--- src/hdl/subswath_stitch_phase_correct_unit_defines.svh ---
// assertion macros shared by the subswath stitch rtl
`ifndef SUBSWATH_STITCH_PHASE_CORRECT_UNIT_DEFINES_SVH
`define SUBSWATH_STITCH_PHASE_CORRECT_UNIT_DEFINES_SVH

// same-cycle implication, clocked on i_clk, quiet while i_rst_n is low
`define SSPC_ASSERT_IMP(label, ante, cons) \
    label: assert property (@(posedge i_clk) disable iff (!i_rst_n) (ante) |-> (cons)) \
        else $error("sspc assertion failed");

// next-cycle implication, clocked on i_clk, quiet while i_rst_n is low
`define SSPC_ASSERT_NXT(label, ante, cons) \
    label: assert property (@(posedge i_clk) disable iff (!i_rst_n) (ante) |=> (cons)) \
        else $error("sspc assertion failed");

`endif

--- src/hdl/sspc_pkg.sv ---
// shared types, constants and the sine table generator of the subswath stitch unit
`default_nettype none

package sspc_pkg;

    localparam int NUM_SUBSWATHS   = 3;
    localparam int MAX_WIDTH       = 32768;
    localparam int DEF_QUEUE_DEPTH = 4;

    localparam int CFG_INDEX_W = 3;
    localparam int CFG_DATA_W  = 32;
    localparam int COL_W       = 15;
    localparam int DEST_W      = 17;
    localparam int SAMPLE_W    = 16;
    localparam int TRIM_W      = 12;
    localparam int WREG_W      = 16;
    localparam int WIDTH_W     = 17;
    localparam int ANGLE_W     = 32;
    localparam int QSIN_W      = 15;

    // register indexes of the configuration port
    localparam logic [CFG_INDEX_W-1:0] REG_COMPLEX_MODE = 3'd0;
    localparam logic [CFG_INDEX_W-1:0] REG_OVERLAP_TRIM = 3'd1;
    localparam logic [CFG_INDEX_W-1:0] REG_FIRST_WIDTH  = 3'd2;
    localparam logic [CFG_INDEX_W-1:0] REG_SECOND_WIDTH = 3'd3;
    localparam logic [CFG_INDEX_W-1:0] REG_OFFSET_ONE   = 3'd4;
    localparam logic [CFG_INDEX_W-1:0] REG_OFFSET_TWO   = 3'd5;
    localparam logic [CFG_INDEX_W-1:0] REG_SLOPE_ONE    = 3'd6;
    localparam logic [CFG_INDEX_W-1:0] REG_SLOPE_TWO    = 3'd7;

    localparam logic [TRIM_W-1:0] TRIM_RESET  = 12'd50;
    localparam logic [WREG_W-1:0] WIDTH_RESET = 16'd32768;

    localparam logic [63:0] PI_Q60   = 64'h3243_F6A8_885A_308D;
    localparam logic [63:0] LOW_MASK = 64'h0000_0000_FFFF_FFFF;

    typedef struct packed {
        logic [1:0]                 subswath;
        logic [COL_W-1:0]           source_column;
        logic signed [SAMPLE_W-1:0] sample_re;
        logic signed [SAMPLE_W-1:0] sample_im;
    } t_in;

    typedef struct packed {
        logic [DEST_W-1:0]          dest_column;
        logic signed [SAMPLE_W-1:0] result_re;
        logic signed [SAMPLE_W-1:0] result_im;
    } t_out;

    typedef struct packed {
        logic                      complex_mode;
        logic [TRIM_W-1:0]         overlap_trim;
        logic [WREG_W-1:0]         first_width;
        logic [WREG_W-1:0]         second_width;
        logic [ANGLE_W-1:0]        offset_one;
        logic [ANGLE_W-1:0]        offset_two;
        logic signed [ANGLE_W-1:0] slope_one;
        logic signed [ANGLE_W-1:0] slope_two;
    } t_cfg;

    // kept pixel as it sits in the queue
    typedef struct packed {
        logic [1:0]                 subswath;
        logic [COL_W-1:0]           source_column;
        logic [DEST_W-1:0]          dest_column;
        logic signed [SAMPLE_W-1:0] sample_re;
        logic signed [SAMPLE_W-1:0] sample_im;
    } t_item;

    typedef struct packed {
        logic has_room;
        logic has_data;
    } t_q_stat;

    // (a * b) >> 60 from 32-bit partial products
    function automatic logic [63:0] mul_q60(input logic [63:0] a, input logic [63:0] b);
        logic [63:0] al, ah, bl, bh, lo, m1, m2, hi, mid, high, low;
        al   = a & LOW_MASK;
        ah   = a >> 32;
        bl   = b & LOW_MASK;
        bh   = b >> 32;
        lo   = al * bl;
        m1   = ah * bl;
        m2   = al * bh;
        hi   = ah * bh;
        mid  = (lo >> 32) + (m1 & LOW_MASK) + (m2 & LOW_MASK);
        high = hi + (m1 >> 32) + (m2 >> 32) + (mid >> 32);
        low  = (mid << 32) | (lo & LOW_MASK);
        return (high << 4) | (low >> 60);
    endfunction

    // quarter-wave sine entry k of 1024, unsigned q0.15 rounded, full scale clipped
    function automatic logic [QSIN_W-1:0] qsin_entry(input int k);
        logic [63:0] step, x, x2, term, acc, v;
        step = PI_Q60 >> 11;
        x    = step * 64'(k);
        x2   = mul_q60(x, x);
        term = x;
        acc  = x;
        term = mul_q60(term, x2) / 64'd6;   acc = acc - term;
        term = mul_q60(term, x2) / 64'd20;  acc = acc + term;
        term = mul_q60(term, x2) / 64'd42;  acc = acc - term;
        term = mul_q60(term, x2) / 64'd72;  acc = acc + term;
        term = mul_q60(term, x2) / 64'd110; acc = acc - term;
        term = mul_q60(term, x2) / 64'd156; acc = acc + term;
        term = mul_q60(term, x2) / 64'd210; acc = acc - term;
        term = mul_q60(term, x2) / 64'd272; acc = acc + term;
        term = mul_q60(term, x2) / 64'd342; acc = acc - term;
        term = mul_q60(term, x2) / 64'd420; acc = acc + term;
        term = mul_q60(term, x2) / 64'd506; acc = acc - term;
        term = mul_q60(term, x2) / 64'd600; acc = acc + term;
        term = mul_q60(term, x2) / 64'd702; acc = acc - term;
        term = mul_q60(term, x2) / 64'd812; acc = acc + term;
        v = (acc + 64'h0000_1000_0000_0000) >> 45;
        if (v > 64'd32767) begin
            v = 64'd32767;
        end
        return v[QSIN_W-1:0];
    endfunction

endpackage

`default_nettype wire

--- src/hdl/sspc_queue.sv ---
// short queue of kept pixels between front and back
`default_nettype none
`include "subswath_stitch_phase_correct_unit_defines.svh"

module sspc_queue
    import sspc_pkg::*;
#(
    parameter int DEPTH = DEF_QUEUE_DEPTH
) (
    input  wire logic  i_clk,
    input  wire logic  i_rst_n,
    input  wire logic  i_push,
    input  wire t_item i_item,
    input  wire logic  i_pop,
    output t_item      o_item,
    output t_q_stat    o_stat
);

    localparam int PTR_W = $clog2(DEPTH);
    localparam int CNT_W = $clog2(DEPTH + 1);
    localparam logic [CNT_W-1:0] FULL_COUNT = CNT_W'(DEPTH);
    localparam logic [PTR_W-1:0] LAST_PTR   = PTR_W'(DEPTH - 1);

    t_item            r_mem [DEPTH];
    logic [PTR_W-1:0] r_wptr;
    logic [PTR_W-1:0] r_rptr;
    logic [CNT_W-1:0] r_count;
    logic [CNT_W-1:0] n_count;

    assign o_item          = r_mem[r_rptr];
    assign o_stat.has_room = (r_count != FULL_COUNT);
    assign o_stat.has_data = (r_count != '0);

    always_comb begin
        case ({i_push, i_pop})
            2'b10:   n_count = r_count + CNT_W'(1);
            2'b01:   n_count = r_count - CNT_W'(1);
            default: n_count = r_count;
        endcase
    end

    always_ff @(posedge i_clk) begin
        if (!i_rst_n) begin
            r_wptr  <= '0;
            r_rptr  <= '0;
            r_count <= '0;
        end else begin
            r_count <= n_count;
            if (i_push) begin
                r_wptr <= (r_wptr == LAST_PTR) ? '0 : r_wptr + PTR_W'(1);
            end
            if (i_pop) begin
                r_rptr <= (r_rptr == LAST_PTR) ? '0 : r_rptr + PTR_W'(1);
            end
        end
    end

    always_ff @(posedge i_clk) begin
        if (i_push) begin
            r_mem[r_wptr] <= i_item;
        end
    end

    `SSPC_ASSERT_IMP(a_no_overflow, i_push, r_count != FULL_COUNT)
    `SSPC_ASSERT_IMP(a_no_underflow, i_pop, r_count != '0)
    `SSPC_ASSERT_NXT(a_count_steady, i_push == i_pop, $stable(r_count))

endmodule

`default_nettype wire

--- config.mk ---
export PLATFORM = sky130hd
export DESIGN_NAME = sspc_queue
export DESIGN_NICKNAME = d
export VERILOG_FILES = /design/src/hdl/sspc_pkg.sv /design/src/hdl/sspc_queue.sv
export VERILOG_INCLUDE_DIRS = /design/src /design/src/hdl
export SDC_FILE = /design/constraint.sdc
export NUM_CORES = 1
export LEC_CHECK = 0
export BUFFER_PORTS_ARGS = -buffer_cell sky130_fd_sc_hd__buf_4
export CORE_ASPECT_RATIO = 1.25
export CORE_MARGIN = 4
export CORE_UTILIZATION = 41
export CTS_CLUSTER_SIZE = 12
export DETAILED_ROUTE_END_ITERATION = 6
export PLACE_DENSITY = 0.57
export SETUP_SLACK_MARGIN = 0.2
export SLEW_MARGIN = 20
export SYNTH_ARGS = -nofsm -noshare
export SYNTH_HDL_FRONTEND = slang
export SYNTH_SLANG_ARGS = --single-unit
--- constraint.sdc ---
create_clock -name i_clk -period 3.22 [get_ports i_clk]
set_clock_uncertainty 0.05 [all_clocks]
set_input_delay 0.161 -clock i_clk [delete_from_list [all_inputs] [get_ports i_clk]]
set_output_delay 0.161 -clock i_clk [all_outputs]
set_load 0.03 [all_outputs]
==> flow_summary_export.csv <==
group,metric,value,unit
die,die_w,148,um
synthesis,synthXorXnorAreaFrac,0.175,%
pwr,p_per_area,612,nW/um2
placement,dp_hpwl,11200,um
synthesis,synthMuxAreaShare,15.1,%
synthesis,synth_cells,391,
final_layout,fin_cells,965,
die,die-area,26900,um2
final_layout,final_cell_mix,"edfxtp_1, buf_4, dlygate4sd3_1",
final_layout,syn_to_final_growth,30.0,%
routing,dr.pass1.iters,4,
final_layout,final_common_cell,"edfxtp_1",
synthesis,ys_seq_area_share,81.2,%
final_layout,drive_above_1_share,39.3,%
final_layout,seq_area,8120,um2
timing,rsz0062_at_grt,"false",
timing,fin_crit_sh,78.7,%
routing,ant_nets,0,
setup_path,critPathMaxFanout,28,
setup_path,reg2reg_slack,1.39,ns
synthesis,syn-num-nets,468,
pwr,p_leak,4.40,nW
pwr,irDropWorstVdd,0.372,mV
clock_network,root_buffer,"clkbuf_16",
placement,dpl.cell_count,847,
synthesis,synth_compound_area_share,0.301,%
placement,place.gp.congestion,0.703,
die,pin_count,138,
final_layout,final_nets,698,
setup_path,r2r-start,"r_wptr[1]$_SDFFE_PN0P_",
timing,tns,0,ns
clock_network,clockBufferDepth,3,
run,maxCapViolations,0,
timing,finalCriticalPeriod,2.53,ns
global_routing,grt_max_degree,67,
final_layout,nFillCells,1854,
global_routing,grt_overflow,0,
routing,wl_per_cell,19.9,um
timing,slew_viol_final,0,
routing,via_per_inst,4.92,
min_path,hold_class,"in -> reg",
global_routing,grt_pass1_wl,30200,um
routing,wl,19200,um
synthesis,yosysTopAreaCell,"edfxtp_1",
placement,placed_area,11500,um2
clock_network,htreeDepth,1,
global_routing,grt_antenna_before_repair,1,
synthesis,synth_area_per_cell,25.5,um2
synthesis,synth_top_cell_area_share,79.4,%
clock_network,clk_pin_slew_worst_paths,0.06,ns
setup_path,cp.required,3.01,ns
timing,relSlewSlack,53.7,%
clock_network,clkSinkCount,273,
setup_path,crit_type,"reg -> out",
final_layout,multi_input_area,1760,um2
synthesis,synth_fa_ha_area_share,0.953,%
die,chipHeight,182,um
synthesis,synth-simple-area-share,0.990,%
routing,drc,0,
synthesis,yosysWarnings,0,
clock_network,clkLatencyLatePin,0.51,ns
die,fp.coreArea,23900,um2
final_layout,post-route-util,54.3,%
status,status,"finished, final reports clean",
global_routing,grt_pass1_vias,5373,
setup_path,startpoint_type,"flop",
synthesis,synthTopCellsByArea,"edfxtp_1, mux4_2, dfxtp_1",
die,row_count,63,
timing,tightest_slew,0.695,ns
final_layout,fin_area,13000,um2
clock_network,numCtsBuffers,28,
die,initial_core_util,41.8,%
clock_network,cts_tree,"done",
min_path,worstHoldStart,"i_item[63]",
timing,hold_violations,0,
synthesis,synthDistinctLibCells,23,
synthesis,synth.ff_latch_count,273,
synthesis,synth_top_family_by_area,"multiplexers",
timing,max_freq,0.395,GHz
routing,vias,4749,
global_routing,grtUsageTotal,14.4,%
setup_path,critPathCaptureType,"output pin",
routing,drt_iter0_drc,181,
timing,setup_viol,0,
synthesis,netlist_area,9980,um2
placement,port_buffers,137,
setup_path,cp.arrival,2.32,ns
-- worst max-delay path: stages, from the launching register on --
cell and delay (ns):
dfxtp_4 0.76, buf_12 0.30, mux4_2 0.55, buf_4 0.19
-- power by group --
| part | internal, W | leakage (nW) | switching [W] | total (W) |
|---|---|---|---|---|
| Sequential | 0.00405 | 2.50 | 0.0000671 | 0.00412 |
| Combinational | 0.000439 | 1.50 | 0.000511 | 0.000950 |
| Clock | 0.00167 | 0.394 | 0.00121 | 0.00287 |
| Total | 0.00615 | 4.40 | 0.00178 | 0.00794 |
-- registers in the layout, summed over array words and instances (netlist names), named ones only --
name / flops
r_mem: 264
r_wptr: 2
r_count: 3
r_rptr: 2
-- through the flow --
step | power (W) | setup WS [ns] | hold WS, ns
2_1_floorplan | 0.00471 | 0.639 | 0.210
3_3_place_gp | 0.00507 | 1.12 | 0.309
3_5_place_dp | 0.00510 | 1.11 | 0.315
4_1_cts | 0.00805 | 0.569 | 0.307
5_1_grt | 0.00827 | 0.506 | 0.324
6_report | 0.00794 | 0.685 | 0.336
-- cell families (layout without fill, tap and decap cells) --
logic type | after synthesis | after routing
other cells | 0 | 1
buf+inv | 20 | 268
fa+ha+maj | 7 | 7
flops | 273 | 273
xor+xnor | 2 | 2
compound gates | 5 | 5
mux | 68 | 68
simple gates | 16 | 16
-- area by class of cell --
class | instances | area share (%)
antenna | 1 | 0.0193
inverter | 6 | 0.174
timing repair buffer | 214 | 14.3
clock inverter | 6 | 0.231
clock buffer | 42 | 6.05
sequential | 273 | 62.6
tap | 325 | 3.13
multi-input combinational | 98 | 13.6
-- worst paths after layout --
kind	end	cells after the start
max	o_item[15]	3
min	r_mem[3][63]$_DFFE_PP_	2
min reg2reg	r_count[2]$_SDFFE_PN0P_	2
max reg2reg	r_mem[1][53]$_DFFE_PP_	4
-- layer usage --
metal  GRT usage (%)  share of wire, %  vias up
met5               0                 0        -
met1            18.7                40     2489
met4            2.69               1.2        0
met2            25.4                54      111
met3            3.06               5.1       19
li1                -                 -     2130
-- synthesized netlist by cell type --
master and n:
a21boi_0 1, clkbuf_1 2, buf_4 2, a21oi_1 1
or3_1 2, ha_1 6, nand3_1 1, nand2_1 1
mux4_2 66, edfxtp_1 264, fa_1 1, o21a_1 1
xnor2_1 1, mux2i_1 2, inv_1 6, buf_6 5
xor2_1 1, o21ai_0 2, buf_2 5, nor2b_1 4
and2_1 6, dfxtp_1 9, nor3b_1 2
-- timing repair --
| item | in CTS | in global routing |
|---|---|---|
| resized for setup | 0 | 0 |
| hold buffers | 69 | 0 |
| hold endpoints to repair | 273 | 0 |
| setup buffers | 0 | 0 |
No activity file was read; power rests on OpenSTA's default activity.
