## config.mk

```make
export PLATFORM = sky130hd
export DESIGN_NAME = sspc_front
export DESIGN_NICKNAME = d
export VERILOG_FILES = /design/src/hdl/subswath_stitch_phase_correct_unit_defines.svh /design/src/hdl/sspc_pkg.sv /design/src/hdl/sspc_front.sv
export SDC_FILE = /design/constraint.sdc
export NUM_CORES = 1
export LEC_CHECK = 0
export BUFFER_PORTS_ARGS = -buffer_cell sky130_fd_sc_hd__clkbuf_2
export CAP_MARGIN = 20
export CORE_MARGIN = 2
export CORE_UTILIZATION = 40
export DETAILED_ROUTE_END_ITERATION = 6
export GPL_TIMING_DRIVEN = 0
export HOLD_SLACK_MARGIN = 0.05
export PLACE_DENSITY = 0.78
export SLEW_MARGIN = 10
export SYNTH_ARGS = -nofsm -noshare
export SYNTH_HDL_FRONTEND = slang
export SYNTH_SLANG_ARGS = --single-unit
```

## constraint.sdc

```tcl
create_clock -name i_clk -period 17.2 [get_ports i_clk]
set_clock_uncertainty 0.2 [all_clocks]
set_input_delay 0.86 -clock i_clk [delete_from_list [all_inputs] [get_ports i_clk]]
set_output_delay 0.86 -clock i_clk [all_outputs]
set_load 0.01 [all_outputs]
```

## src/hdl/subswath_stitch_phase_correct_unit_defines.svh

```systemverilog
// assertion macros shared by the subswath stitch rtl
`ifndef SUBSWATH_STITCH_PHASE_CORRECT_UNIT_DEFINES_SVH
`define SUBSWATH_STITCH_PHASE_CORRECT_UNIT_DEFINES_SVH

// same-cycle implication, clocked on i_clk, quiet while i_rst_n is low
`define SSPC_ASSERT_IMP(label, ante, cons) \
    label: assert property (@(posedge i_clk) disable iff (!i_rst_n) (ante) |-> (cons)) \
        else $error("sspc assertion failed");

// next-cycle implication, clocked on i_clk, quiet while i_rst_n is low
`define SSPC_ASSERT_NXT(label, ante, cons) \
    label: assert property (@(posedge i_clk) disable iff (!i_rst_n) (ante) |=> (cons)) \
        else $error("sspc assertion failed");

`endif

```

## src/hdl/sspc_pkg.sv

```systemverilog
// shared types, constants and the sine table generator of the subswath stitch unit
`default_nettype none

package sspc_pkg;

    localparam int NUM_SUBSWATHS   = 3;
    localparam int MAX_WIDTH       = 32768;
    localparam int DEF_QUEUE_DEPTH = 4;

    localparam int CFG_INDEX_W = 3;
    localparam int CFG_DATA_W  = 32;
    localparam int COL_W       = 15;
    localparam int DEST_W      = 17;
    localparam int SAMPLE_W    = 16;
    localparam int TRIM_W      = 12;
    localparam int WREG_W      = 16;
    localparam int WIDTH_W     = 17;
    localparam int ANGLE_W     = 32;
    localparam int QSIN_W      = 15;

    // register indexes of the configuration port
    localparam logic [CFG_INDEX_W-1:0] REG_COMPLEX_MODE = 3'd0;
    localparam logic [CFG_INDEX_W-1:0] REG_OVERLAP_TRIM = 3'd1;
    localparam logic [CFG_INDEX_W-1:0] REG_FIRST_WIDTH  = 3'd2;
    localparam logic [CFG_INDEX_W-1:0] REG_SECOND_WIDTH = 3'd3;
    localparam logic [CFG_INDEX_W-1:0] REG_OFFSET_ONE   = 3'd4;
    localparam logic [CFG_INDEX_W-1:0] REG_OFFSET_TWO   = 3'd5;
    localparam logic [CFG_INDEX_W-1:0] REG_SLOPE_ONE    = 3'd6;
    localparam logic [CFG_INDEX_W-1:0] REG_SLOPE_TWO    = 3'd7;

    localparam logic [TRIM_W-1:0] TRIM_RESET  = 12'd50;
    localparam logic [WREG_W-1:0] WIDTH_RESET = 16'd32768;

    localparam logic [63:0] PI_Q60   = 64'h3243_F6A8_885A_308D;
    localparam logic [63:0] LOW_MASK = 64'h0000_0000_FFFF_FFFF;

    typedef struct packed {
        logic [1:0]                 subswath;
        logic [COL_W-1:0]           source_column;
        logic signed [SAMPLE_W-1:0] sample_re;
        logic signed [SAMPLE_W-1:0] sample_im;
    } t_in;

    typedef struct packed {
        logic [DEST_W-1:0]          dest_column;
        logic signed [SAMPLE_W-1:0] result_re;
        logic signed [SAMPLE_W-1:0] result_im;
    } t_out;

    typedef struct packed {
        logic                      complex_mode;
        logic [TRIM_W-1:0]         overlap_trim;
        logic [WREG_W-1:0]         first_width;
        logic [WREG_W-1:0]         second_width;
        logic [ANGLE_W-1:0]        offset_one;
        logic [ANGLE_W-1:0]        offset_two;
        logic signed [ANGLE_W-1:0] slope_one;
        logic signed [ANGLE_W-1:0] slope_two;
    } t_cfg;

    // kept pixel as it sits in the queue
    typedef struct packed {
        logic [1:0]                 subswath;
        logic [COL_W-1:0]           source_column;
        logic [DEST_W-1:0]          dest_column;
        logic signed [SAMPLE_W-1:0] sample_re;
        logic signed [SAMPLE_W-1:0] sample_im;
    } t_item;

    typedef struct packed {
        logic has_room;
        logic has_data;
    } t_q_stat;

    // (a * b) >> 60 from 32-bit partial products
    function automatic logic [63:0] mul_q60(input logic [63:0] a, input logic [63:0] b);
        logic [63:0] al, ah, bl, bh, lo, m1, m2, hi, mid, high, low;
        al   = a & LOW_MASK;
        ah   = a >> 32;
        bl   = b & LOW_MASK;
        bh   = b >> 32;
        lo   = al * bl;
        m1   = ah * bl;
        m2   = al * bh;
        hi   = ah * bh;
        mid  = (lo >> 32) + (m1 & LOW_MASK) + (m2 & LOW_MASK);
        high = hi + (m1 >> 32) + (m2 >> 32) + (mid >> 32);
        low  = (mid << 32) | (lo & LOW_MASK);
        return (high << 4) | (low >> 60);
    endfunction

    // quarter-wave sine entry k of 1024, unsigned q0.15 rounded, full scale clipped
    function automatic logic [QSIN_W-1:0] qsin_entry(input int k);
        logic [63:0] step, x, x2, term, acc, v;
        step = PI_Q60 >> 11;
        x    = step * 64'(k);
        x2   = mul_q60(x, x);
        term = x;
        acc  = x;
        term = mul_q60(term, x2) / 64'd6;   acc = acc - term;
        term = mul_q60(term, x2) / 64'd20;  acc = acc + term;
        term = mul_q60(term, x2) / 64'd42;  acc = acc - term;
        term = mul_q60(term, x2) / 64'd72;  acc = acc + term;
        term = mul_q60(term, x2) / 64'd110; acc = acc - term;
        term = mul_q60(term, x2) / 64'd156; acc = acc + term;
        term = mul_q60(term, x2) / 64'd210; acc = acc - term;
        term = mul_q60(term, x2) / 64'd272; acc = acc + term;
        term = mul_q60(term, x2) / 64'd342; acc = acc - term;
        term = mul_q60(term, x2) / 64'd420; acc = acc + term;
        term = mul_q60(term, x2) / 64'd506; acc = acc - term;
        term = mul_q60(term, x2) / 64'd600; acc = acc + term;
        term = mul_q60(term, x2) / 64'd702; acc = acc - term;
        term = mul_q60(term, x2) / 64'd812; acc = acc + term;
        v = (acc + 64'h0000_1000_0000_0000) >> 45;
        if (v > 64'd32767) begin
            v = 64'd32767;
        end
        return v[QSIN_W-1:0];
    endfunction

endpackage

`default_nettype wire

```

## src/hdl/sspc_front.sv

```systemverilog
// front end: takes pixels, drops trimmed columns, places kept ones in the merged row
`default_nettype none

module sspc_front
    import sspc_pkg::*;
(
    input  wire logic    i_clk,
    input  wire logic    i_rst_n,
    input  wire logic    i_valid,
    output logic         o_stall,
    input  wire t_in     i_data,
    input  wire t_cfg    i_cfg,
    input  wire t_q_stat i_q_stat,
    output logic         o_push,
    output t_item        o_item
);

    logic              r_f_valid;
    t_in               r_f;
    logic [DEST_W-1:0] r_base_one;
    logic [DEST_W-1:0] r_base_two;

    logic [WIDTH_W-1:0] w_first;
    logic [WIDTH_W-1:0] w_second;
    logic [WIDTH_W-1:0] w_trim;
    logic [WIDTH_W-1:0] w_trim2;
    logic [WIDTH_W-1:0] w_cnt_one;
    logic [WIDTH_W-1:0] w_cnt_two;
    logic [WIDTH_W:0]   w_col_ext;
    logic [WIDTH_W:0]   w_trim_ext;
    logic [WIDTH_W:0]   w_width_sel;
    logic               w_known;
    logic               w_head_drop;
    logic               w_tail_cut;
    logic               w_tail_drop;
    logic               w_keep;
    logic               w_leave;
    logic               w_accept;
    logic [DEST_W-1:0]  w_base;
    logic [DEST_W-1:0]  w_shift;
    logic               n_f_valid;

    // saturated widths and kept counts of the leading subswaths
    assign w_first   = ({1'b0, i_cfg.first_width} > WIDTH_W'(MAX_WIDTH))
                     ? WIDTH_W'(MAX_WIDTH) : {1'b0, i_cfg.first_width};
    assign w_second  = ({1'b0, i_cfg.second_width} > WIDTH_W'(MAX_WIDTH))
                     ? WIDTH_W'(MAX_WIDTH) : {1'b0, i_cfg.second_width};
    assign w_trim    = {{(WIDTH_W-TRIM_W){1'b0}}, i_cfg.overlap_trim};
    assign w_trim2   = {{(WIDTH_W-TRIM_W-1){1'b0}}, i_cfg.overlap_trim, 1'b0};
    assign w_cnt_one = (w_first > w_trim) ? (w_first - w_trim) : '0;
    assign w_cnt_two = (w_second > w_trim2) ? (w_second - w_trim2) : '0;

    always_ff @(posedge i_clk) begin
        r_base_one <= DEST_W'(w_cnt_one);
        r_base_two <= DEST_W'(w_cnt_one + w_cnt_two);
    end

    // classification of the held pixel
    assign w_col_ext   = {{(WIDTH_W+1-COL_W){1'b0}}, r_f.source_column};
    assign w_trim_ext  = {1'b0, w_trim};
    assign w_width_sel = (r_f.subswath == 2'd0) ? {1'b0, w_first} : {1'b0, w_second};
    assign w_known     = (int'(r_f.subswath) < NUM_SUBSWATHS);
    assign w_head_drop = (r_f.subswath != 2'd0) && (w_col_ext < w_trim_ext);
    assign w_tail_cut  = (r_f.subswath == 2'd0)
                      || ((r_f.subswath == 2'd1) && (NUM_SUBSWATHS > 2));
    assign w_tail_drop = w_tail_cut && ((w_col_ext + w_trim_ext) >= w_width_sel);
    assign w_keep      = w_known && !w_head_drop && !w_tail_drop;

    always_comb begin
        case (r_f.subswath)
            2'd0:    w_base = '0;
            2'd1:    w_base = r_base_one;
            default: w_base = r_base_two;
        endcase
    end

    assign w_shift = (r_f.subswath != 2'd0) ? DEST_W'(w_trim) : '0;

    assign w_leave  = r_f_valid && (!w_keep || i_q_stat.has_room);
    assign o_stall  = r_f_valid && !w_leave;
    assign w_accept = i_valid && !o_stall;
    assign o_push   = r_f_valid && w_keep && i_q_stat.has_room;

    assign o_item.subswath      = r_f.subswath;
    assign o_item.source_column = r_f.source_column;
    assign o_item.dest_column   = w_base + {{(DEST_W-COL_W){1'b0}}, r_f.source_column} - w_shift;
    assign o_item.sample_re     = r_f.sample_re;
    assign o_item.sample_im     = r_f.sample_im;

    assign n_f_valid = w_accept ? 1'b1 : (w_leave ? 1'b0 : r_f_valid);

    always_ff @(posedge i_clk) begin
        if (!i_rst_n) begin
            r_f_valid <= 1'b0;
        end else begin
            r_f_valid <= n_f_valid;
        end
    end

    always_ff @(posedge i_clk) begin
        if (w_accept) begin
            r_f <= i_data;
        end
    end

endmodule

`default_nettype wire

```

==> results of run 1 <==
## critical path, stage by stage
cell,delay (ns)
clkbuf_2,0.10
clkbuf_1,0.27
inv_1,0.24
ha_1,0.40
o21bai_1,0.19
a21oi_1,0.20
o21ai_0,0.15
a2111oi_1,0.60
o311ai_0,0.33
a2111oi_0,0.59
ha_1,0.34
nand2_1,0.07
nor4bb_1,0.06
o31ai_1,0.09
o21ai_0,0.14
or4b_2,0.67
a21oi_1,0.22
clkbuf_2,0.19
## through the flow
stage,utilization,total power [mW],std cells
after floorplan,-,0.6243,856
final,0.4820,0.9618,1270
after detailed placement,0.4662,0.7706,1254
after global placement,0.4647,0.7574,1253
after global routing,0.4820,1.036,1270
after CTS,0.4820,0.9656,1270
## layer usage
metal / global-route usage / vias up / part of all wire
met5: 0 / - / 0
met4: 0.08895 / 0 / 0.036
met3: 0.02227 / 38 / 0.057
met2: 0.3582 / 214 / 0.46
met1: 0.2854 / 3143 / 0.45
li1: - / 3384 / -
## cells in the mapped netlist, types with 14 or more instances
library cell  instances
xor2_1               16
xnor2_1              44
dfxtp_1              35
inv_1                92
a21o_1               18
nor3_1               20
fa_1                 16
nor2_1               75
nor2b_1              38
edfxtp_1             49
o21ai_0              28
ha_1                 99
nand2_1              48
a21oi_1              75
mux2i_1              14
## sequential cells by signal (all words and copies together) (netlist names)
register	cells
o_item	49
r_base_one	17
r_base_two	17
r_f_valid	1
## logic make-up after synthesis
kind of cell / after synthesis / share of synthesized area
muxes: 14 / 0.01855
buffers and inverters: 111 / 0.05664
adders and majority gates: 117 / 0.2090
and+or+nand+nor: 274 / 0.1900
xor gates and xnor gates: 60 / 0.06956
AOI/OAI and AO/OA: 196 / 0.1688
DFF: 84 / 0.2875
## worst max path at each step
stage,depth (start not counted),startpoint,end,slack [ns]
after global routing,18,i_cfg[162],o_push,10.13
after CTS,18,i_cfg[162],o_push,10.41
after detailed placement,18,i_cfg[162],o_push,10.41
after floorplan,16,i_cfg[162],o_item[0]$_DFFE_PP_,10.26
after global placement,17,i_cfg[162],o_item[55]$_DFFE_PP_,8.35
final,18,i_cfg[162],o_push,10.41
## final cells by class
| cell class | instances | area share |
|---|---|---|
| clock inverters | 7 | 0.007797 |
| inverters | 93 | 0.03885 |
| flip-flops and latches | 84 | 0.2417 |
| plain buffers | 18 | 0.008772 |
| well taps | 234 | 0.03258 |
| clock buffers | 9 | 0.02506 |
| repair buffers | 164 | 0.09301 |
| multi-input cells | 661 | 0.5522 |
## power breakdown
part,internal [mW],switching (mW)
sequential,0.248,0.0112
clock,0.102,0.0902
combinational,0.222,0.289
## placed cells by master, fill, tap and decap left out, types with 6 or more instances in the layout
cell	synthesis	routed
nor3_1	20	20
o21bai_1	8	8
nor2b_1	38	37
o21a_1	6	6
nand2_1	48	48
ha_1	99	99
a21oi_1	75	75
a31oi_1	9	9
and3_1	8	8
or3_1	7	7
nor2_2	10	10
o21ai_0	28	28
xnor2_1	44	44
inv_1	92	92
mux2i_1	14	14
clkbuf_1	12	12
fa_1	16	16
o31ai_1	8	8
nor2_1	75	75
a21o_1	18	18
nand3_1	12	12
nand2b_1	11	11
edfxtp_1	49	49
nand4_1	9	9
clkbuf_16	0	9
and2_1	10	10
dfxtp_1	35	35
clkbuf_2	0	163
xor2_1	16	16
==> summary.md, run 1 <==
| Metric | Value |
|---|---|
| Status | completed |
| Placed Area | 8691 um^2 |
| Period utilisation layout | 0.3948 |
| CP max FO | 7 |
| Main flop type after synthesis | edfxtp_1 |
| H-tree Lvls | 3 |
| Clk buf depth | 2 |
| Final Max Tran Viols | 0 |
| # fillers | 1781 |
| GRT Residual Overflow | 0 |
| Vias in the first global route | 6592 |
| Die footprint | 20000 um^2 |
| R2R Path Start | o_item[51]$_DFFE_PP_ |
| CTS Buf Count | 9 |
| Cells after Synth | 856 |
| Crit path required time | 16.14 ns |
| Die X | 141.4 um |
| Footprint of the multi-input gates | 4962 um^2 |
| # setup viols final | 0 |
| Placement Rows | 50 |
| Post-synthesis to final-layout area growth | 18.95% |
| Top Ports | 295 |
| CTS tree | yes |
| Diodes inserted | 0 |
| Worst-Skew Late Latency | 0.34 ns |
| DR vias | 6779 |
| Crit start category | input port |
| Worst Path Arrival | 5.73 ns |
| Wire length per cell | 17.06 um |
| Post-synth ARST share | 0 |
| Starting DRC count in detailed routing | 482 |
| WHS Path Cells | 1 |
| Final min period | 6.790 ns |
| Post-route cell area | 8986 um^2 |
| Place WS | 10.41 ns |
| DRC Markers | 0 |
| Height of the die | 141.4 um |
| P per Cell Area | 107.0 nW/um^2 |
| Accumulated negative setup slack | 0 ns |
| Reg2reg path depth | 15 |
| Hold Path Class | input port to flip-flop |
| Leakage | 4.238 nW |
| Core footprint | 18640 um^2 |
| Share of layout cells above drive strength 1 | 0.2046 |
| CP endpoint kind | output port |
| Final ANT Viol Nets | 0 |
| EDFF count, synth | 49 |
| RSZ-0062 raised after global routing | no |
| Final hold vios | 0 |
| Hold_buf cts | 0 |
| Reg2Reg Capture Point | o_item[58]$_DFFE_PP_ |
| Max-Cap Viols | 0 |
| Register Area | 2172 um^2 |
| Slew Limit Headroom | 0.3849 |
| Register area share after synthesis | 0.2875 |
| Layout Nets | 1373 |
| YS warnings | 0 |
| Fmax | 0.1473 GHz |
| FF-to-FF setup slack | 11.73 ns |
| Final GP Congestion | 1.001 |
| Port bufs | 163 |
| Largest net degree at the start of global routing | 29 |
| Initial Util | 0.4052 |
| Sink Count | 84 |
| Peak supply drop | 49.64 uV |
| Dpl hpwl | 18310 um |
| Hold path start | i_data[17] |
| # resized after CTS | 0 |
| Total GRT Usage | 0.2148 |
| Crit Path Category | input port to output port |
| First-pass GRT wire length | 33530 um |
| Post-synth top area share | 0.1948 |
| Antenna violations before repair | 0 |
| Worst slew pin tran | 0.9226 ns |
| Post-Syn Nets | 1198 |
| Seq cells post-synth | 84 |
| Post-synthesis cell type count | 70 |
| Clock Root Buffer | clkbuf_16 |
| Syn_area_per_cell | 8.826 um^2 |
| Routed Wire Length | 21670 um |
| Post-Synthesis Cell Area | 7555 um^2 |
| Hold EP | o_item[17]$_DFFE_PP_ |
| Via/cell ratio | 5.338 |
| Setup bufs post-CTS | 0 |
| Dominant cell type by area after synthesis | edfxtp_1 |
| Worst-path clk slew | 0.07 ns |
| Hold_ws | 0.4863 ns |
| Final WS setup | 10.41 ns |
| Synth top area cells | edfxtp_1 19%, ha_1 16%, dfxtp_1 9.3% |
| Pre-antenna DRT Iters | 5 |
No activity file was read; power rests on OpenSTA's default activity.
==> run 2: changes to the inputs <==
Settings changed: PLACE_DENSITY 0.78 to 0.8.
Clock period 17.2 ns to 5.7 ns, I/O delays scaled along.
==> run 2 against run 1 <==
Non-clock buffer count rose by 51. Via count rose by 5.1%. Routed wire length rose by 6.5%. Combinational power rose to 3.2 times the previous value. Core utilization rose by 3.1 points. Die area did not move. Register-to-register slack got worse by 11 ns. Critical path depth rose by 4. Final cell count rose by 4.2%. Clock power rose to 2.9 times the previous value. Critical path type is now input port to flip-flop. Critical endpoint is now r_base_two[16]$_DFF_P_. Largest cell class unchanged. Largest power group unchanged.
==> summary.md, run 2 (synthesis gave the netlist of run 1 again) <==
| Metric | Value |
|---|---|
| Leakage | 4.493 nW (+6.0%) |
| Register Area | 2172 um^2 (unchanged) |
| FF-to-FF setup slack | 0.54 ns (-11.19 ns) |
| Port bufs | 163 (unchanged) |
| Worst-Skew Late Latency | 0.35 ns (about the same) |
| Die footprint | 20000 um^2 (unchanged) |
| Max FFs per register | 49 (unchanged) |
| Period utilisation layout | 0.9726 |
| CP endpoint kind | flip-flop |
| Vias in the first global route | 6842 (+3.8%) |
| Max-Cap Viols | 0 (unchanged) |
| Final Max Tran Viols | 0 (unchanged) |
| Initial Util | 0.4052 (unchanged) |
| Sink Count | 84 (unchanged) |
| Die X | 141.4 um (unchanged) |
| Final WS setup | 0.1561 ns (-10.25 ns) |
| Most frequent CP cell | a21oi_1 |
| Crit start category | input port |
| CTS tree | yes |
| Hold Path Class | input port to flip-flop |
| Final min period | 5.544 ns |
| # setup viols final | 0 (unchanged) |
| Height of the die | 141.4 um (unchanged) |
| Dpl hpwl | 18490 um (+1.0%) |
| Worst-path clk slew | 0.07 ns (about the same) |
| P per Cell Area | 309.0 nW/um^2 (+190%) |
| Largest net degree at the start of global routing | 27 (-6.9%) |
| Critical Path Slowest Stage Cell | fa_1 |
| Hold EP | r_base_one[14]$_DFF_P_ |
| Final hold vios | 0 (unchanged) |
| Total GRT Usage | 0.2264 (+0.01161) |
| Reg2reg path depth | 17 (+2) |
| CTS Buf Count | 9 (unchanged) |
| GRT Residual Overflow | 0 (unchanged) |
| Via/cell ratio | 5.386 (+0.91%) |
| Post-synthesis to final-layout area growth | 26.70% |
| CP max FO | 10 (+3) |
| Fmax | 0.1804 GHz |
| Crit-path max cell delay | 0.45 ns (-0.22 ns) |
| Share of layout cells above drive strength 1 | 0.2077 (+0.003087) |
| Layout Nets | 1425 (+3.8%) |
| Highest-count cells in the layout ignoring fill and taps | 167 x clkbuf_2, 99 x ha_1, 92 x inv_1, 75 x nor2_1, 74 x a21oi_1 |
| Leading cell type in the layout, fill and taps excluded | clkbuf_2 |
| Final GP Congestion | 0.9846 (-1.6%) |
| Reg2Reg Capture Point | o_item[56]$_DFFE_PP_ |
| DRC Markers | 0 (unchanged) |
| Routed Wire Length | 23080 um (+6.5%) |
| RSZ-0062 raised after global routing | yes |
| Top Ports | 295 (unchanged) |
| Final ANT Viol Nets | 0 (unchanged) |
| Core Util, Final | 0.5134 (+0.03141) |
| Hold path start | i_cfg[158] |
| Accumulated negative setup slack | 0 ns (unchanged) |
| Clk buf depth | 2 (unchanged) |
| Pre-antenna DRT Iters | 5 (unchanged) |
| Footprint of the multi-input gates | 5022 um^2 (+1.2%) |
| Crit Path Category | input port to flip-flop |
| # fillers | 1670 (-6.2%) |
| Starting DRC count in detailed routing | 509 (+5.6%) |
| Status | completed |
| Worst Path Arrival | 5.57 ns (-0.16 ns) |
| Worst slew pin tran | 0.7559 ns (-0.1667 ns) |
| CP cell instances | clkbuf_2 -> inv_1 -> a41o_1 -> and2_1 -> ha_1 -> and3_1 -> a221oi_2 -> o32a_1 -> a21oi_1 -> and2_1 -> nor4_4 -> buf_2 -> nor2_1 -> fa_1 -> a21o_1 -> a21oi_1 -> nor2b_1 -> o21ai_1 -> a21oi_1 -> a21o_1 -> o41ai_1 -> xor2_1 |
| Crit path required time | 5.72 ns (-10.42 ns) |
| Place WS | -0.4605 ns (-10.87 ns) |
| Antenna violations before repair | 0 (unchanged) |
| Wire length per cell | 17.45 um (+2.3%) |
| H-tree Lvls | 3 (unchanged) |
| DR vias | 7126 (+5.1%) |
| Placement Rows | 50 (unchanged) |
| WHS Path Cells | 3 (+2) |
| Clock Root Buffer | clkbuf_16 |
| Setup bufs post-CTS | 0 (unchanged) |
| R2R Path Start | o_item[49]$_DFFE_PP_ |
| First-pass GRT wire length | 35250 um (+5.1%) |
| Core footprint | 18640 um^2 (unchanged) |
| Slew Limit Headroom | 0.4938 (+0.1089) |
| Peak supply drop | 156.8 uV (+220%) |
## run 2: worst max-delay path: cells and delay by family
kind	cells	cell delay, ns
compound gates	10	2.45
xor+xnor	1	0.12
fa+ha+maj	2	0.80
buf+inv	3	0.66
simple gates	6	1.23
## run 2: stage by stage
| step | hold WS [ns] | power, mW | instance area [um^2] | cells |
|---|---|---|---|---|
| final | 0.08468 | 2.958 | 9572 | 1323 |
| after global routing | 0.09147 | 3.179 | 9569 | 1322 |
| after CTS | 0.07206 | 2.936 | 9515 | 1321 |
| after detailed placement | 0.2636 | 2.329 | 8698 | 1254 |
| after global placement | 0.2615 | 2.286 | 8666 | 1253 |
| after floorplan | 0.1839 | 1.883 | 7557 | 856 |
## run 2: worst max path at each step
stage | depth (start not counted) | slack, ns | end | startpoint
floorplan | 16 | 0.26 | o_item[0]$_DFFE_PP_ | i_cfg[162]
global placement | 17 | -1.25 | o_item[55]$_DFFE_PP_ | i_cfg[162]
detailed placement | 21 | -0.46 | r_base_two[16]$_DFF_P_ | i_cfg[143]
CTS | 22 | 0.01 | r_base_two[16]$_DFF_P_ | i_cfg[143]
global route | 22 | -0.10 | r_base_two[16]$_DFF_P_ | i_cfg[143]
finish | 22 | 0.16 | r_base_two[16]$_DFF_P_ | i_cfg[143]
## run 2: timing repair
action                                 4_1_cts  5_1_grt
gates cloned                                 0        1
gates resized for setup                      6       17
endpoints found under the hold margin       50        0
setup endpoints to repair                    5       62
hold buffers                                51        0
## run 2: area by class of cell
type	count	area share
multi-input cells	662	0.5247
flip-flops and latches	84	0.2269
repair buffers	215	0.1414
inverters	93	0.03647
well taps	234	0.03059
clock buffers	9	0.02353
plain buffers	18	0.009804
clock inverters	7	0.006275
diodes	1	0.0002614
## run 2: layer usage
metal | routed length (um) | up-vias | global-route usage
met3 | 1293 | 27 | 0.02531
met5 | 0 | - | 0
met2 | 11100 | 247 | 0.3945
met1 | 10200 | 3371 | 0.2979
li1 | - | 3481 | -
met4 | 491 | 0 | 0.06368
## run 2: power by group
part	switching [mW]	internal, mW
clock	0.263	0.303
combinational	0.902	0.706
sequential	0.0340	0.749
total	1.20	1.76
